$ cat config.mk
export PLATFORM = sky130hd
export DESIGN_NAME = spsf_cfg
export DESIGN_NICKNAME = d
export VERILOG_FILES = /design/src/rtl/spsf_pkg.sv /design/src/rtl/spsf_cfg.sv
export SDC_FILE = /design/constraint.sdc
export NUM_CORES = 1
export LEC_CHECK = 0
export BUFFER_PORTS_ARGS = -buffer_cell sky130_fd_sc_hd__buf_2
export CAP_MARGIN = 20
export CORE_MARGIN = 4
export CORE_UTILIZATION = 41
export DETAILED_ROUTE_END_ITERATION = 8
export PLACE_DENSITY_LB_ADDON = 0.2
export SYNTH_ARGS = -nofsm -noshare
export SYNTH_HDL_FRONTEND = slang
export SYNTH_SLANG_ARGS = --single-unit
$ cat constraint.sdc
create_clock -name clk -period 0.9 [get_ports clk]
set_input_delay 0.09 -clock clk [delete_from_list [all_inputs] [get_ports clk]]
set_output_delay 0.09 -clock clk [all_outputs]
set_load 0.05 [all_outputs]
$ cat src/rtl/spsf_pkg.sv
// Shared types and constants for the static pixel state machine.
package spsf_pkg;

    localparam int IDX_BITS = 19;
    localparam int CFG_BITS = 16;
    localparam int ST_BITS  = 3;
    localparam int LMS_BITS = 3;

    // Per-pixel state codes
    localparam logic [ST_BITS-1:0] ST_BG     = 3'd0;
    localparam logic [ST_BITS-1:0] ST_MOVING = 3'd1;
    localparam logic [ST_BITS-1:0] ST_STATIC = 3'd2;
    localparam logic [ST_BITS-1:0] ST_UNCOV  = 3'd3;
    localparam logic [ST_BITS-1:0] ST_OCCL   = 3'd4;

    // Foreground patterns as {long, medium, short}
    localparam logic [LMS_BITS-1:0] LMS_NONE = 3'b000;
    localparam logic [LMS_BITS-1:0] LMS_S    = 3'b001;
    localparam logic [LMS_BITS-1:0] LMS_MS   = 3'b011;
    localparam logic [LMS_BITS-1:0] LMS_L    = 3'b100;
    localparam logic [LMS_BITS-1:0] LMS_LM   = 3'b110;
    localparam logic [LMS_BITS-1:0] LMS_ALL  = 3'b111;

    // Register map, index = paddr[3:2]
    localparam int PADDR_BITS = 4;
    localparam logic [1:0] REG_MAX_EV = 2'd0;
    localparam logic [1:0] REG_THRESH = 2'd1;
    localparam logic [1:0] REG_DECAY  = 2'd2;

    localparam logic [CFG_BITS-1:0] MAX_EV_RST = 16'd750;
    localparam logic [CFG_BITS-1:0] THRESH_RST = 16'd600;
    localparam logic [CFG_BITS-1:0] DECAY_RST  = 16'd1;

    typedef struct packed {
        logic [CFG_BITS-1:0] max_evidence;
        logic [CFG_BITS-1:0] static_threshold;
        logic [CFG_BITS-1:0] decay_step;
    } cfg_t;

    typedef struct packed {
        logic [IDX_BITS-1:0] idx;
        logic [LMS_BITS-1:0] lms;
    } item_t;

endpackage

$ cat src/rtl/spsf_cfg.sv
// APB register block holding the evidence limit, threshold and decay step.
module spsf_cfg (
    input  logic                              clk,
    input  logic                              rst_n,
    input  logic                              psel,
    input  logic                              penable,
    input  logic                              pwrite,
    input  logic [spsf_pkg::PADDR_BITS-1:0]   paddr,
    input  logic [31:0]                       pwdata,
    output logic [31:0]                       prdata,
    output logic                              pready,
    output spsf_pkg::cfg_t                    cfg
);

    spsf_pkg::cfg_t cfg_reg;
    spsf_pkg::cfg_t cfg_next;
    logic           wr_en;
    logic [1:0]     reg_sel;

    assign pready  = 1'b1;
    assign wr_en   = psel & penable & pwrite;
    assign reg_sel = paddr[3:2];
    assign cfg     = cfg_reg;

    always_comb
    begin
        cfg_next = cfg_reg;
        if (wr_en)
        begin
            unique case (reg_sel)
                spsf_pkg::REG_MAX_EV: cfg_next.max_evidence     = pwdata[15:0];
                spsf_pkg::REG_THRESH: cfg_next.static_threshold = pwdata[15:0];
                spsf_pkg::REG_DECAY:  cfg_next.decay_step       = pwdata[15:0];
                default:              cfg_next = cfg_reg;
            endcase
        end
    end

    always_comb
    begin
        unique case (reg_sel)
            spsf_pkg::REG_MAX_EV: prdata = {16'd0, cfg_reg.max_evidence};
            spsf_pkg::REG_THRESH: prdata = {16'd0, cfg_reg.static_threshold};
            spsf_pkg::REG_DECAY:  prdata = {16'd0, cfg_reg.decay_step};
            default:              prdata = 32'd0;
        endcase
    end

    always_ff @(posedge clk or negedge rst_n)
    begin
        if (!rst_n)
        begin
            cfg_reg.max_evidence     <= spsf_pkg::MAX_EV_RST;
            cfg_reg.static_threshold <= spsf_pkg::THRESH_RST;
            cfg_reg.decay_step       <= spsf_pkg::DECAY_RST;
        end
        else
        begin
            cfg_reg <= cfg_next;
        end
    end

endmodule

==> metrics.yaml <==
r2r-end: "cfg[35]$_DFFE_PN1P_"
antenna_found_initial: 0
grt_pass1_wl_microns: 12310
start_util: 0.4237
end_kind: "output pin"
worst_hold_slack_ns: 0.05113
placed_area_sq_um: 3551
maxSlewViolCount: 0
cts_tree: "done"
die_h_microns: 83.67
hp-class: "in -> reg"
cp.arrival_ns: 1.28
syn_area_sq_um: 2347
place_hpwl_microns: 4553
firstDrtPassIters: 4
wl_per_cell_microns: 20.24
status: "finished with violations"
die-area_sq_um: 7000
ys_ff_latch: 48
final_nets: 376
cp_top_family: "flip-flops"
fillers: 253
area_growth_syn_to_layout_pct: 101.3
io_pins: 122
cap_violations: 0
seqCellArea_sq_um: 1226
r2r_slack_ns: -0.20
core_sq_um: 5540
path_class: "reg -> out"
grt_max_degree: 49
grt_pass1_vias: 2236
numCtsBuffers: 5
hold_violations: 0
synth.distinct_cells: 19
fmax_mhz: 730.5
slowest_delay_ns: 0.58
clock-sinks: 48
ir_worst_vdd_mv: 1.519
violations: "setup timing"
worstPathMaxFanout: 2
clkLatencyLatePin_ns: 0.30
antenna_cells: 0
via_per_inst: 4.998
cts_max_level: 2
worstHoldStart: "pwdata[0]"
syn_area_per_cell_sq_um: 13.19
whs_path_depth: 2
synth_top_area_frac: 0.3838
drtIter0Drc: 57
synth_area_leaders: "dfrtp_1 38%, mux2_2 18%, dfstp_2 13%, mux2i_1 6.8%, mux2_4 6.4%"
hold_end: "cfg[32]$_DFFE_PN0P_"
clock_path_buffers: 2
rsz0062_at_grt: "true"
yosys.area.top_type: "dfrtp_1"
yosysSeqAreaShare: 0.5181
dp_cells: 379
vias: 2039
instances_no_fill: 408
globalplace.congestion: 0.7596
power_mw: 12.31
period_share: 1.521
setup_viol: 107
power_leakage_nw: 2.195
timing.rr.start: "cfg[35]$_DFFE_PN1P_"
grt_usage: 0.2248
stdcell_area_sq_um: 4725
die_x_microns: 83.67
syn_inst: 178
ctsRootBufferMaster: "clkbuf_8"
clk_pin_slew_ns: 0.09
critical_path_required_ns: 0.81
routed_wl_microns: 8258
rows: 27
gr-total-overflow: 0
finClkSkew_ns: 0
drc_errors: 0
worstSetupStartpointType: "flop"
reg2regPathDepth: 4
multi_input_area_sq_um: 1470
largest_reg_flops: 48
io_buffers: 86
cp.buffers_inverters: 1
fin_setup_tns_ns: -18.68
drive_above_1_share: 0.8095
ant_nets: 0
worst_slack_ns: -0.4690
crit_chain: "mux2i_4 > o21ai_4 > buf_6"
power_density_nw_per_um2: 2606
min_period_ns: 1.369
cpMaxStageDelayCell: "dfstp_2"
yosys_warnings: 0
[placed cells by master, fill, tap and decap left out, drive strengths merged]
| cell | count |
|---|---|
| dlygate4sd3 | 1 |
| nand3 | 1 |
| clkbuf | 8 |
| nor3b | 1 |
| conb | 17 |
| dfstp | 12 |
| and2b | 1 |
| buf | 161 |
| mux2 | 48 |
| nor3 | 1 |
| dfrtp | 36 |
| o21ai | 16 |
| mux2i | 16 |
| or3b | 1 |
| nand2 | 16 |
[synth_stat cells]
cell,count
o21ai_0,15
buf_8,1
o21ai_1,1
clkbuf_1,3
mux2_2,38
buf_6,2
or3b_1,1
nor3b_2,1
mux2i_1,16
dfrtp_1,36
buf_2,2
conb_1,2
and2b_1,1
mux2_4,10
nor3_2,1
dfstp_2,12
buf_4,19
nand2_1,16
nand3_1,1
[worst max-delay path by stage]
stage,startpoint,endpoint,slack (ns),cells past startpoint
after floorplan,paddr[3],cfg[21]$_DFFE_PN0P_,-0.40,5
after global placement,pwrite,cfg[43]$_DFFE_PN0P_,-0.42,6
after detailed placement,pwrite,cfg[40]$_DFFE_PN0P_,-0.43,6
after CTS,cfg[35]$_DFFE_PN1P_,prdata[3],-0.43,3
after global routing,cfg[38]$_DFFE_PN1P_,prdata[6],-0.50,3
final,cfg[19]$_DFFE_PN1P_,prdata[3],-0.47,3
[worst register-to-register path: cells and delay by family, from the launching register on]
family / cells / cell delay [ns]
buffers and inverters: 3 / 0.36
flip-flops: 1 / 0.40
multiplexers: 1 / 0.27
[kinds of logic after synthesis]
group,synth area share
AO/OA/AOI/OAI,0.03411
buffers and inverters,0.08582
flip-flops,0.5181
multiplexers,0.3145
other,0.003199
AND/OR/NAND/NOR,0.04424
[area by class of cell]
class	instances	share of cell area
clock buffers	8	0.01907
multi-input cells	118	0.3112
flip-flops and latches	48	0.2595
well taps	72	0.01907
repair buffers	162	0.3912
[per-stage QoR]
stage                 util  setup slack, ns
floorplan                -          -0.3970
global placement    0.6409          -0.4152
detailed placement  0.6409          -0.4265
CTS                 0.8137          -0.4294
global route        0.8528          -0.4985
finish              0.8528          -0.4690
[report_power, final]
part	switching (mW)	internal, mW
combinational	3.94	3.65
sequential	0.604	2.77
clock	0.719	0.628
total	5.26	7.05
[per-layer routing]
metal,part of all wire,GRT usage
met1,0.39,0.2645
met2,0.54,0.4136
met3,0.047,0.04146
met4,0.021,0.06579
met5,0,0
[timing repair]
action	4_1_cts	5_1_grt
endpoints found under the setup margin	111	110
resized for setup	223	50
hold buffers	1	0
pin swaps	10	4
setup buffers	12	26
cloned	1	0
endpoints found under the hold margin	36	0
Note: power is estimated with default switching activity, not from simulation.
